<file path="config.mk">
export PLATFORM = sky130hd
export DESIGN_NAME = heading_to_wheel_speed_turner_top
export DESIGN_NICKNAME = d
export VERILOG_FILES = /design/src/rtl/hwst_pkg.sv /design/src/rtl/hwst_regs.sv /design/src/rtl/hwst_divmul.sv /design/src/rtl/heading_to_wheel_speed_turner_top.sv
export SDC_FILE = /design/constraint.sdc
export NUM_CORES = 1
export LEC_CHECK = 0
export ABC_AREA = 0
export BUFFER_PORTS_ARGS = -buffer_cell sky130_fd_sc_hd__buf_2
export CAP_MARGIN = 15
export CORE_UTILIZATION = 48
export DETAILED_ROUTE_END_ITERATION = 10
export PLACE_DENSITY = 0.73
export REMOVE_ABC_BUFFERS = 1
export SLEW_MARGIN = 20
export SYNTH_ARGS = -nofsm -noshare
export SYNTH_HDL_FRONTEND = slang
export SYNTH_HIERARCHICAL = 1
export SYNTH_SLANG_ARGS = --single-unit
export TNS_END_PERCENT = 30
</file>
<file path="constraint.sdc">
create_clock -name i_clk -period 6.4 [get_ports i_clk]
set_input_delay 0 -clock i_clk [delete_from_list [all_inputs] [get_ports i_clk]]
set_output_delay 0 -clock i_clk [all_outputs]
set_load 0.05 [all_outputs]
</file>
<file path="src/rtl/hwst_pkg.sv">
// Shared types, widths, register codes and reset values for the heading turner.
package hwst_pkg;

    // Fraction bits of the soft-turn factor
    localparam int HWST_FRAC_BITS = 16;

    // Field widths
    localparam int ANGLE_W = 16;
    localparam int LEN_W   = 16;
    localparam int THR_W   = 15;
    localparam int SPEED_W = 16;
    localparam int WHEEL_W = 18;
    localparam int MODE_W  = 2;

    // Stream payload widths (packed, padded to whole bytes)
    localparam int IN_DATA_W  = 32;
    localparam int OUT_DATA_W = 40;

    // APB port
    localparam int CFG_ADDR_W = 5;
    localparam int CFG_DATA_W = 32;
    localparam int REG_IDX_W  = 3;

    // Register reset values
    localparam logic [THR_W-1:0]   RST_NO_TURN  = 15'd1430;
    localparam logic [THR_W-1:0]   RST_SOFT_THR = 15'd5720;
    localparam logic [THR_W-1:0]   RST_HARD_THR = 15'd12868;
    localparam logic [SPEED_W-1:0] RST_SPD_CAP  = 16'd2560;

    // Register indexes
    typedef enum logic [REG_IDX_W-1:0] {
        REG_NO_TURN  = 3'd0,
        REG_SOFT_THR = 3'd1,
        REG_HARD_THR = 3'd2,
        REG_SPD_CAP  = 3'd3,
        REG_DISABLE  = 3'd4
    } t_reg_idx;

    // Turning mode
    typedef enum logic [MODE_W-1:0] {
        MODE_NONE = 2'd0,
        MODE_SOFT = 2'd1,
        MODE_HARD = 2'd2
    } t_mode;

    // Sequencer states
    typedef enum logic [1:0] {
        ST_IDLE,
        ST_EVAL,
        ST_DIV,
        ST_FIN
    } t_state;

    // Configuration register set
    typedef struct packed {
        logic [THR_W-1:0]   no_turn;
        logic [THR_W-1:0]   soft_thr;
        logic [THR_W-1:0]   hard_thr;
        logic [SPEED_W-1:0] spd_cap;
        logic               wheels_disabled;
    } t_cfg;

    // Request to the serial divide/multiply unit
    typedef struct packed {
        logic start;
        logic enable;
    } t_dm_req;

endpackage

</file>
<file path="src/rtl/hwst_regs.sv">
// APB configuration registers of the heading turner.
module hwst_regs (
    input  logic                              i_clk,
    input  logic                              i_rst_n,
    input  logic                              psel,
    input  logic                              penable,
    input  logic                              pwrite,
    input  logic [hwst_pkg::CFG_ADDR_W-1:0]   paddr,
    input  logic [hwst_pkg::CFG_DATA_W-1:0]   pwdata,
    output logic [hwst_pkg::CFG_DATA_W-1:0]   prdata,
    output logic                              pready,
    output hwst_pkg::t_cfg                    o_cfg
);
    import hwst_pkg::*;

    t_cfg                 r_cfg;
    logic                 w_wr;
    logic [REG_IDX_W-1:0] w_idx;

    assign pready = 1'b1;
    assign w_wr   = psel & penable & pwrite;
    assign w_idx  = paddr[CFG_ADDR_W-1:2];
    assign o_cfg  = r_cfg;

    // Write decode; indexes past the list are dropped
    always_ff @(posedge i_clk) begin
        if (!i_rst_n) begin
            r_cfg.no_turn         <= RST_NO_TURN;
            r_cfg.soft_thr        <= RST_SOFT_THR;
            r_cfg.hard_thr        <= RST_HARD_THR;
            r_cfg.spd_cap         <= RST_SPD_CAP;
            r_cfg.wheels_disabled <= 1'b0;
        end else if (w_wr) begin
            unique case (w_idx)
                REG_NO_TURN:  r_cfg.no_turn         <= pwdata[THR_W-1:0];
                REG_SOFT_THR: r_cfg.soft_thr        <= pwdata[THR_W-1:0];
                REG_HARD_THR: r_cfg.hard_thr        <= pwdata[THR_W-1:0];
                REG_SPD_CAP:  r_cfg.spd_cap         <= pwdata[SPEED_W-1:0];
                REG_DISABLE:  r_cfg.wheels_disabled <= pwdata[0];
                default: ;
            endcase
        end
    end

    // Read mux
    always_comb begin
        unique case (w_idx)
            REG_NO_TURN:  prdata = CFG_DATA_W'(r_cfg.no_turn);
            REG_SOFT_THR: prdata = CFG_DATA_W'(r_cfg.soft_thr);
            REG_HARD_THR: prdata = CFG_DATA_W'(r_cfg.hard_thr);
            REG_SPD_CAP:  prdata = CFG_DATA_W'(r_cfg.spd_cap);
            REG_DISABLE:  prdata = CFG_DATA_W'(r_cfg.wheels_disabled);
            default:      prdata = '0;
        endcase
    end

endmodule

</file>
<file path="src/rtl/hwst_divmul.sv">
// Bit-serial restoring divide fused with an MSB-first shift-add multiply.
module hwst_divmul #(
    parameter int FRAC_BITS = hwst_pkg::HWST_FRAC_BITS
) (
    input  logic                                   i_clk,
    input  logic                                   i_rst_n,
    input  hwst_pkg::t_dm_req                      i_req,
    input  logic [hwst_pkg::THR_W-1:0]             i_num,
    input  logic [hwst_pkg::THR_W-1:0]             i_den,
    input  logic [hwst_pkg::SPEED_W-1:0]           i_base,
    output logic                                   o_done,
    output logic [hwst_pkg::SPEED_W+FRAC_BITS-1:0] o_prod
);
    import hwst_pkg::*;

    localparam int CNT_W  = $clog2(FRAC_BITS + 1);
    localparam int PROD_W = SPEED_W + FRAC_BITS;

    logic               r_busy;
    logic               r_done;
    logic [CNT_W-1:0]   r_cnt;
    logic               r_en;
    logic [THR_W-1:0]   r_rem;
    logic [THR_W-1:0]   r_den;
    logic [SPEED_W-1:0] r_base;
    logic [PROD_W-1:0]  r_acc;

    logic [THR_W:0]     w_shift;
    logic [THR_W:0]     w_diff;
    logic               w_qbit;
    logic [THR_W-1:0]   n_rem;
    logic [PROD_W-1:0]  n_acc;

    // One quotient bit per cycle; each bit folds base into the product at once
    assign w_shift = {r_rem, 1'b0};
    assign w_diff  = w_shift - {1'b0, r_den};
    assign w_qbit  = r_en && (w_shift >= {1'b0, r_den});
    assign n_rem   = w_qbit ? w_diff[THR_W-1:0] : w_shift[THR_W-1:0];
    assign n_acc   = {r_acc[PROD_W-2:0], 1'b0} + (w_qbit ? PROD_W'(r_base) : '0);

    assign o_done = r_done;
    assign o_prod = r_acc;

    // Control: count steps, flag completion for one cycle
    always_ff @(posedge i_clk) begin
        if (!i_rst_n) begin
            r_busy <= 1'b0;
            r_done <= 1'b0;
            r_cnt  <= '0;
        end else begin
            r_done <= 1'b0;
            if (i_req.start) begin
                r_busy <= 1'b1;
                r_cnt  <= CNT_W'(FRAC_BITS);
            end else if (r_busy) begin
                r_cnt <= r_cnt - 1'b1;
                if (r_cnt == CNT_W'(1)) begin
                    r_busy <= 1'b0;
                    r_done <= 1'b1;
                end
            end
        end
    end

    // Datapath: load operands on start, then step
    always_ff @(posedge i_clk) begin
        if (i_req.start) begin
            r_en   <= i_req.enable;
            r_rem  <= i_req.enable ? i_num : '0;
            r_den  <= i_den;
            r_base <= i_base;
            r_acc  <= '0;
        end else if (r_busy) begin
            r_rem <= n_rem;
            r_acc <= n_acc;
        end
    end

endmodule

</file>
<file path="src/rtl/heading_to_wheel_speed_turner_top.sv">
// Top level: stream ports, turn-mode sequencer, wheel speed assembly.
// Each item goes through the sequencer states idle, evaluate and finish in no turn
// and hard turn, with the divide wait between evaluate and finish in soft turn.
// Finish holds while the output is stalled; no new item is taken until idle, and
// the serial divide/multiply unit produces one quotient bit per cycle.
// A finished result sits in the output register while the next item is taken.
// Reset (synchronous, active low) clears the mode to no turn and loads register defaults.
module heading_to_wheel_speed_turner_top #(
    parameter int FACTOR_FRAC_BITS = hwst_pkg::HWST_FRAC_BITS
) (
    input  logic                                i_clk,
    input  logic                                i_rst_n,
    // APB configuration
    input  logic                                psel,
    input  logic                                penable,
    input  logic                                pwrite,
    input  logic [hwst_pkg::CFG_ADDR_W-1:0]     paddr,
    input  logic [hwst_pkg::CFG_DATA_W-1:0]     pwdata,
    output logic [hwst_pkg::CFG_DATA_W-1:0]     prdata,
    output logic                                pready,
    // Input stream
    input  logic                                s_axis_tvalid,
    output logic                                s_axis_tready,
    // tdata: [15:0] heading_angle (signed), [31:16] heading_length
    input  logic [hwst_pkg::IN_DATA_W-1:0]      s_axis_tdata,
    // Output stream
    output logic                                m_axis_tvalid,
    input  logic                                m_axis_tready,
    // tdata: [17:0] left_speed, [35:18] right_speed, [37:36] turn_mode, [39:38] zero
    output logic [hwst_pkg::OUT_DATA_W-1:0]     m_axis_tdata
);
    import hwst_pkg::*;

    localparam int PROD_W = SPEED_W + FACTOR_FRAC_BITS;
    localparam int L_LO = 0;
    localparam int R_LO = WHEEL_W;
    localparam int M_LO = 2 * WHEEL_W;

    t_cfg                 w_cfg;
    t_state               r_state, n_state;
    t_mode                r_turn_state, n_mode;
    t_dm_req              w_dm_req;
    logic                 w_dm_done;
    logic [PROD_W-1:0]    w_prod;

    logic [ANGLE_W-1:0]   r_angle;
    logic [LEN_W-1:0]     r_len;
    logic [SPEED_W-1:0]   r_base;
    logic                 r_left_turn;
    logic                 r_m_valid;
    logic [OUT_DATA_W-1:0] r_m_data;

    logic                 w_in_xfer;
    logic                 w_load_out;
    logic [ANGLE_W-1:0]   w_mag;
    logic [ANGLE_W-1:0]   w_hard_ext;
    logic                 w_div_en;
    logic [THR_W-1:0]     w_num;
    logic [SPEED_W-1:0]   w_base;
    logic [SPEED_W-1:0]   w_slow_soft;
    logic                 w_rem_nz;
    logic [WHEEL_W-1:0]   w_slow;
    logic [WHEEL_W-1:0]   w_fast;
    logic [WHEEL_W-1:0]   w_left;
    logic [WHEEL_W-1:0]   w_right;

    hwst_regs u_regs (
        .i_clk   (i_clk),
        .i_rst_n (i_rst_n),
        .psel    (psel),
        .penable (penable),
        .pwrite  (pwrite),
        .paddr   (paddr),
        .pwdata  (pwdata),
        .prdata  (prdata),
        .pready  (pready),
        .o_cfg   (w_cfg)
    );

    hwst_divmul #(
        .FRAC_BITS (FACTOR_FRAC_BITS)
    ) u_divmul (
        .i_clk   (i_clk),
        .i_rst_n (i_rst_n),
        .i_req   (w_dm_req),
        .i_num   (w_num),
        .i_den   (w_cfg.hard_thr),
        .i_base  (w_base),
        .o_done  (w_dm_done),
        .o_prod  (w_prod)
    );

    assign s_axis_tready = (r_state == ST_IDLE);
    assign w_in_xfer     = s_axis_tvalid & s_axis_tready;
    assign m_axis_tvalid = r_m_valid;
    assign m_axis_tdata  = r_m_data;

    // Angle magnitude; the most negative code maps to 32768
    assign w_mag      = r_angle[ANGLE_W-1] ? ANGLE_W'(-r_angle) : r_angle;
    assign w_hard_ext = ANGLE_W'(w_cfg.hard_thr);
    assign w_div_en   = (w_cfg.hard_thr != '0) && (w_mag <= w_hard_ext);
    assign w_num      = w_hard_ext[THR_W-1:0] - w_mag[THR_W-1:0];
    assign w_base     = (r_len < w_cfg.spd_cap) ? r_len : w_cfg.spd_cap;

    // Mode update with hysteresis: soft turn is entered only from no turn
    always_comb begin
        if (w_mag <= ANGLE_W'(w_cfg.no_turn)) begin
            n_mode = MODE_NONE;
        end else if (w_mag > w_hard_ext) begin
            n_mode = MODE_HARD;
        end else if (r_turn_state == MODE_NONE && w_mag > ANGLE_W'(w_cfg.soft_thr)) begin
            n_mode = MODE_SOFT;
        end else begin
            n_mode = r_turn_state;
        end
    end

    // Sequencer next state and strobes
    always_comb begin
        n_state         = r_state;
        w_dm_req.start  = 1'b0;
        w_dm_req.enable = w_div_en;
        w_load_out      = 1'b0;
        unique case (r_state)
            ST_IDLE: begin
                if (w_in_xfer) n_state = ST_EVAL;
            end
            ST_EVAL: begin
                if (n_mode == MODE_SOFT) begin
                    w_dm_req.start = 1'b1;
                    n_state        = ST_DIV;
                end else begin
                    n_state = ST_FIN;
                end
            end
            ST_DIV: begin
                if (w_dm_done) n_state = ST_FIN;
            end
            ST_FIN: begin
                if (!r_m_valid || m_axis_tready) begin
                    w_load_out = 1'b1;
                    n_state    = ST_IDLE;
                end
            end
            default: n_state = ST_IDLE;
        endcase
    end

    always_ff @(posedge i_clk) begin
        if (!i_rst_n) begin
            r_state <= ST_IDLE;
        end else begin
            r_state <= n_state;
        end
    end

    // Turn mode is kept across items
    always_ff @(posedge i_clk) begin
        if (!i_rst_n) begin
            r_turn_state <= MODE_NONE;
        end else if (r_state == ST_EVAL) begin
            r_turn_state <= n_mode;
        end
    end

    // Capture the input transfer and the per-item operands
    always_ff @(posedge i_clk) begin
        if (w_in_xfer) begin
            r_angle <= s_axis_tdata[ANGLE_W-1:0];
            r_len   <= s_axis_tdata[ANGLE_W +: LEN_W];
        end
        if (r_state == ST_EVAL) begin
            r_base      <= w_base;
            r_left_turn <= !r_angle[ANGLE_W-1] && (r_angle != '0);
        end
    end

    // Slow wheel is floor(base*f); fast wheel is 2*base minus ceil(base*f)
    assign w_slow_soft = w_prod[FACTOR_FRAC_BITS +: SPEED_W];
    assign w_rem_nz    = |w_prod[FACTOR_FRAC_BITS-1:0];

    always_comb begin
        case (r_turn_state)
            MODE_SOFT: begin
                w_slow = WHEEL_W'(w_slow_soft);
                w_fast = WHEEL_W'({r_base, 1'b0}) - WHEEL_W'(w_slow_soft)
                         - WHEEL_W'(w_rem_nz);
            end
            MODE_HARD: begin
                w_slow = -WHEEL_W'(w_cfg.spd_cap);
                w_fast = WHEEL_W'(w_cfg.spd_cap);
            end
            default: begin
                w_slow = WHEEL_W'(r_base);
                w_fast = WHEEL_W'(r_base);
            end
        endcase
        if (w_cfg.wheels_disabled) begin
            w_left  = '0;
            w_right = '0;
        end else if (r_left_turn) begin
            w_left  = w_slow;
            w_right = w_fast;
        end else begin
            w_left  = w_fast;
            w_right = w_slow;
        end
    end

    // Output register: hold until the transfer completes
    always_ff @(posedge i_clk) begin
        if (!i_rst_n) begin
            r_m_valid <= 1'b0;
        end else if (w_load_out) begin
            r_m_valid <= 1'b1;
        end else if (m_axis_tready) begin
            r_m_valid <= 1'b0;
        end
    end

    always_ff @(posedge i_clk) begin
        if (w_load_out) begin
            r_m_data <= {2'b00, r_turn_state, w_right, w_left};
        end
    end

    // Disabled wheels always report zero speed
    a_disabled_zero: assert property (@(posedge i_clk) disable iff (!i_rst_n)
        (r_m_valid && w_cfg.wheels_disabled) |-> (r_m_data[M_LO-1:0] == '0))
        else $error("speed nonzero while wheels disabled");

    // No turn drives both wheels alike
    a_none_equal: assert property (@(posedge i_clk) disable iff (!i_rst_n)
        (r_m_valid && r_m_data[M_LO +: MODE_W] == MODE_NONE)
        |-> (r_m_data[L_LO +: WHEEL_W] == r_m_data[R_LO +: WHEEL_W]))
        else $error("unequal speeds in no turn");

    // Hard turn spins in place
    a_hard_opposite: assert property (@(posedge i_clk) disable iff (!i_rst_n)
        (r_m_valid && r_m_data[M_LO +: MODE_W] == MODE_HARD)
        |-> (WHEEL_W'(r_m_data[L_LO +: WHEEL_W] + r_m_data[R_LO +: WHEEL_W]) == '0))
        else $error("hard turn speeds not opposite");

    // The divide unit finishes only while the sequencer waits for it
    a_done_in_div: assert property (@(posedge i_clk) disable iff (!i_rst_n)
        w_dm_done |-> (r_state == ST_DIV))
        else $error("divide done outside wait state");

endmodule
</file>
# [After elaboration in Yosys (flattened, before gate mapping)]
# Cells that the tools add are included.
[word_totals] word_cells=111 output_inout_bits=75 regBits=240 in_bits=76
[op_classes] n_lt_le_gt_ge=6 add_sub_neg=8 reduce_logical=23 bitwise_logic=5 eq_ne=14 mux=32
[ops] operator="16-bit case mux with 5 select lines" count=1
[ops] operator="18-bit case mux with 2 select lines" count=2
[ops] operator="15-bit two-way mux" count=4
[ops] operator="16-bit two-way mux" count=3
[ops] operator="18-bit two-way mux" count=2
[ops] operator="32-bit adder" count=1
[ops] operator="16-bit by 15-bit > comparator with 1-bit output" count=2
[ops] operator="16-bit by 15-bit less-or-equal comparator with 1-bit output" count=2
[ops] operator="15-bit subtractor" count=2
[ops] operator="16-bit negation with 18-bit output" count=1
[ops] operator="17-bit by 16-bit subtractor with 18-bit output" count=1
[ops] operator="18-bit by 1-bit subtractor with 18-bit output" count=1
[ops] operator="16-bit by 15-bit greater-or-equal comparator with 1-bit output" count=1
[ops] operator="16-bit < comparator" count=1
[ops] operator="16-bit negation" count=1
[ops] operator="16-bit nonzero test" count=1
[ops] operator="16-bit OR reduction" count=1
[ops] operator="15-bit nonzero test" count=1
[ops] operator="2-bit two-way mux" count=6
[ops] operator="1-bit two-way mux" count=11
[ops] operator="5-bit two-way mux" count=2
[ops] operator="2-bit AND reduction" count=5
[ops] operator="2-bit case mux with 4 select lines" count=1
[ops] operator="2-bit by 1-bit == test with 1-bit output, second input constant" count=3
[ops] operator="19 further kinds" count=32

# [Logic depth before layout (Yosys ltp)]
[depth] depth_word=11 ltp_mapped=20 mapped_depth_nobuf=18

# [Modules after synthesis]
# Netlist, hierarchy kept.
[by_module_without_submodules] mod="heading_to_wheel_speed_turner_top" area_per_inst_um2=8010.2 instances=1 cells_each=858
[by_module_without_submodules] mod="hwst_divmul" area_per_inst_um2=5061.1 instances=1 cells_each=526
[by_module_without_submodules] mod="hwst_regs" area_per_inst_um2=3064.2 instances=1 cells_each=303

# [Worst setup path before layout]
# No wires, ideal clock.
[synth_path] path_kind="reg-to-reg" start="register r_angle[5]" end="register u_divmul.r_rem[9], data pin" stages_incl_launch_ff=19 synth_period_minus_slack_ps=6002 arrival_ps=5737 path_slack_ps=398 required_ps=6135 path_buffers=3 cell_sequence="edfxtp_1 > or4_4 > or3_1 > o21ai_0 > xnor2_1 > ha_1 > clkbuf_1 > a211oi_1 > nor2_1 > nor3_1 > o211ai_1 > o41ai_1 > o211ai_1 > nor2_1 > clkbuf_1 > inv_1 > clkbuf_1 > a32o_1 > or3_1"
[synth_rtl] item="start: declaration" line="heading_to_wheel_speed_turner_top.sv:46" source="logic [ANGLE_W-1:0] r_angle;"
[synth_rtl] item="start signal: assignment" line="heading_to_wheel_speed_turner_top.sv:169" source="r_angle <= s_axis_tdata[ANGLE_W-1:0];"
[synth_rtl] item="end signal: assignment" line="hwst_divmul.sv:69" source="r_rem <= i_req.enable ? i_num : '0;"
[synth_rtl] item="end signal: assignment" line="hwst_divmul.sv:74" source="r_rem <= n_rem;"
[synth_rtl] item="end: declaration" line="hwst_divmul.sv:23" source="logic [THR_W-1:0] r_rem;"

==> results.cfg <==
[run_status]
outcome = finished clean

[critical_path]
r2r_end = u_divmul/r_rem[9]$_DFFE_PP_
crit_cells = 17
start_kind = flip-flop
cp.arrival_ns = 5.39
critPathTopFamily = simple AND/OR/NAND/NOR gates
cp-end-kind = flip-flop
max_stage_delay_ns = 0.60
crit_required_ns = 6.68
ff2ff_path_depth = 17
critical_path.slowest_cell = or4_4
critical_path_buf_inv_count = 1
r2r_setup_slack_ns = 1.30
critPathLaunch = r_angle[5]$_DFFE_PP_
critPathKind = flip-flop to flip-flop
critPathMaxFanout = 30
r2r_start = r_angle[5]$_DFFE_PP_
crit_end = u_divmul/r_rem[9]$_DFFE_PP_
cp_cell_sequence = or4_4 > or3_4 > or4_1 > nand2_1 > xnor2_1 > ha_1 > nand4_1 > nor2_1 > nand3_1 > o21ai_1 > a31oi_2 > o211ai_1 > nor2_4 > buf_4 > and2_1 > a32o_1 > or3_1

[route]
routed_wirelength_mm = 42.5
routedWlPerCell_um = 18.6
drcViolationCount = 0
drt-vias-per-instance = 5.72
antenna_left = 0
via_count = 13072
dr.pass1.iters = 5
initialDrtViolationCount = 1049

[finish]
stdcell_count = 2286
nets = 2050
diodes = 0
mostFrequentLayoutCells = inv_1 (177), ha_1 (147), nand2_1 (143)
regArea_mm2 = 0.00615
final_common_cell = inv_1
area_delta_synth_final_pct = 14.0
fillCellCount = 2861
multi_input_area_mm2 = 0.00891
drive_gt1_frac = 0.123

[sta]
slew_headroom = 0.299
finalCritPeriodShare = 0.798
layout_min_cycle_time_ns = 5.10
setup_violations = 0
tightestPinTransition_ns = 1.05
max_freq_mhz = 196
fin_skew_ns = 0.0159
setup_ws_ns = 1.30
rsz0062_at_grt = no
slew_violations = 0
hold_viol = 0

[placed_design]
place_hpwl_mm = 31.7
io_buffers = 113
placed_cells = 2182
gp_congestion = 0.910
place_ws_ns = 1.38

[clock_network]
insertion_delay_ns = 0.55
cts_root_buf = clkbuf_16
cts_sinks = 240
cts_inserted_buffers = 27
h-tree-depth = 1
cts.clk_slew.worst_paths_ns = 0.06
cts-resized-gates = 0
clock_path_buffers = 3
cts_tree = yes

[global_route]
grt_pass1_vias = 12479
grt_pass1_wl_mm = 66.5
met3_usage = 0.0315
grt_max_degree = 92
antenna_found_initial = 2
grt_overflow = 0
grt_util_all_layers = 0.248
use_met2 = 0.399
busiest_layer = met2
grt_use_met1 = 0.342

[synthesis]
synth_fa_ha_area_frac = 0.119
synth.area.top_cells = edfxtp_1 (25%), dfxtp_1 (13%), ha_1 (11%), mux2i_1 (5.0%), inv_1 (4.1%)
synth_top_cell_area_share = 0.249
syn_inst = 1687
synth_xor_area_frac = 0.0489
synth.avg_cell_area_um2 = 9.56
synth_compound_area_frac = 0.158
synthSimpleGateAreaFrac = 0.140
synth.area.mux_share = 0.0803
synth_edf_count = 134
synth_top_family_by_area = compound AO/OA/AOI/OAI gates
ys_types = 92
synth-main-ff-cell = edfxtp_1
syn-cell-area_mm2 = 0.0161
ys_async_sr_fraction = 0
yosys_register_bits = 240
ys_seq_area_frac = 0.381
yosys_warnings = 6
yosysTopAreaCell = edfxtp_1

[pwr]
power_uw = 7790
powerDensity_mw_per_mm2 = 424
power.leakage_uw = 0.00765
ir_worst_vdd_uv = 201

[job]
maxCapViolations = 0

[die]
die_h_um = 185
start_util = 0.492
design.core.area_mm2 = 0.0328
ioPinCount = 151
dieArea_mm2 = 0.0344
row_count = 66
die_w_um = 185

[worst_hold_path]
hp-start = i_rst_n
min_path_type = input pin to flip-flop
registers in the layout (all words and copies together) (netlist names):
signal           flops
u_regs/o_cfg        62
u_divmul/r_cnt       5
u_divmul/o_done      1
u_divmul/r_en        1
r_state              2
m_axis_tdata        38
m_axis_tvalid        1
r_left_turn          1
r_base              16
u_divmul/r_den      15
r_turn_state         2
r_angle             16
u_divmul/r_rem      15
r_len               16
u_divmul/r_busy      1
u_divmul/o_prod     32
u_divmul/r_base     16
worst min-delay path by stage:
stage,endpoint,slack (ns),cells after the start
4_1_cts,u_regs/o_cfg[30]$_SDFFE_PN1P_,0.13,3
2_1_floorplan,u_regs/o_cfg[30]$_SDFFE_PN1P_,0.09,1
5_1_grt,r_angle[12]$_DFFE_PP_,0.16,2
3_5_place_dp,r_len[12]$_DFFE_PP_,0.18,1
6_report,u_regs/o_cfg[30]$_SDFFE_PN1P_,0.15,3
3_3_place_gp,r_angle[0]$_DFFE_PP_,0.18,1
timing repair:
action                                 CTS  global route
endpoints found under the hold margin   96             0
setup buffers                            0             0
hold buffers                            53             0
routing by layer:
metal	up-vias	share of wire
li1	6289	-
met1	6228	0.44
met2	475	0.46
met3	78	0.070
met4	2	0.029
met5	-	0.00031
metrics by stage:
stage          instance area, µm²  hold slack, ns   util  TNS, ns
2_1_floorplan               15700          0.0889      -   -27.30
3_3_place_gp                16900           0.177  0.517        0
3_5_place_dp                16900           0.178  0.517        0
4_1_cts                     18400           0.130  0.561        0
5_1_grt                     18400           0.163  0.561        0
6_report                    18400           0.149  0.561        0
synth_stat cells (15+ instances only):
cell type / number
a211oi_1: 33
a21o_1: 28
a21oi_1: 87
a221oi_1: 24
and3_1: 24
buf_4: 22
clkbuf_1: 49
dfxtp_1: 106
edfxtp_1: 134
ha_1: 147
inv_1: 177
mux2i_1: 80
nand2_1: 143
nand3_1: 25
nand4_1: 21
nor2_1: 98
nor2b_1: 46
nor4_1: 19
o211ai_1: 17
o21a_1: 15
o21ai_0: 51
o21ai_1: 24
xnor2_1: 70
xor2_1: 20
power by group:
part	switching (µW)	internal, µW	total [µW]
combinational	2380	1520	3900
clock	619	934	1550
sequential	254	2080	2340
total	3250	4540	7790
worst reg2reg max path: stages, from the launching register on:
cell and delay, ns:
edfxtp_1 0.43, or4_4 0.60, or3_4 0.42, or4_1 0.50, nand2_1 0.10, xnor2_1 0.19
ha_1 0.38, nand4_1 0.11, nor2_1 0.15, nand3_1 0.09, o21ai_1 0.15, a31oi_2 0.10
o211ai_1 0.39, nor2_4 0.05, buf_4 0.25, and2_1 0.37, a32o_1 0.28, or3_1 0.30
logic make-up (layout without fill, tap and decap cells):
logic type                 count (synthesis)  count (layout)
and+or+nand+nor                          452             452
AOI/OAI and AO/OA                        374             374
DFF                                      240             240
adders and majority gates                151             151
muxes                                    110             110
xor gates and xnor gates                  90              90
buffers and inverters                    267             408
other                                      3              19
final cells by class:
type                    count  area share
flip-flops and latches    240       0.334
multi-input cells        1196       0.484
inverters                 177      0.0361
clock inverters             7     0.00381
repair buffers            181      0.0664
clock buffers              43      0.0455
well taps                 442      0.0301
Power figures use the tool's default switching activity.
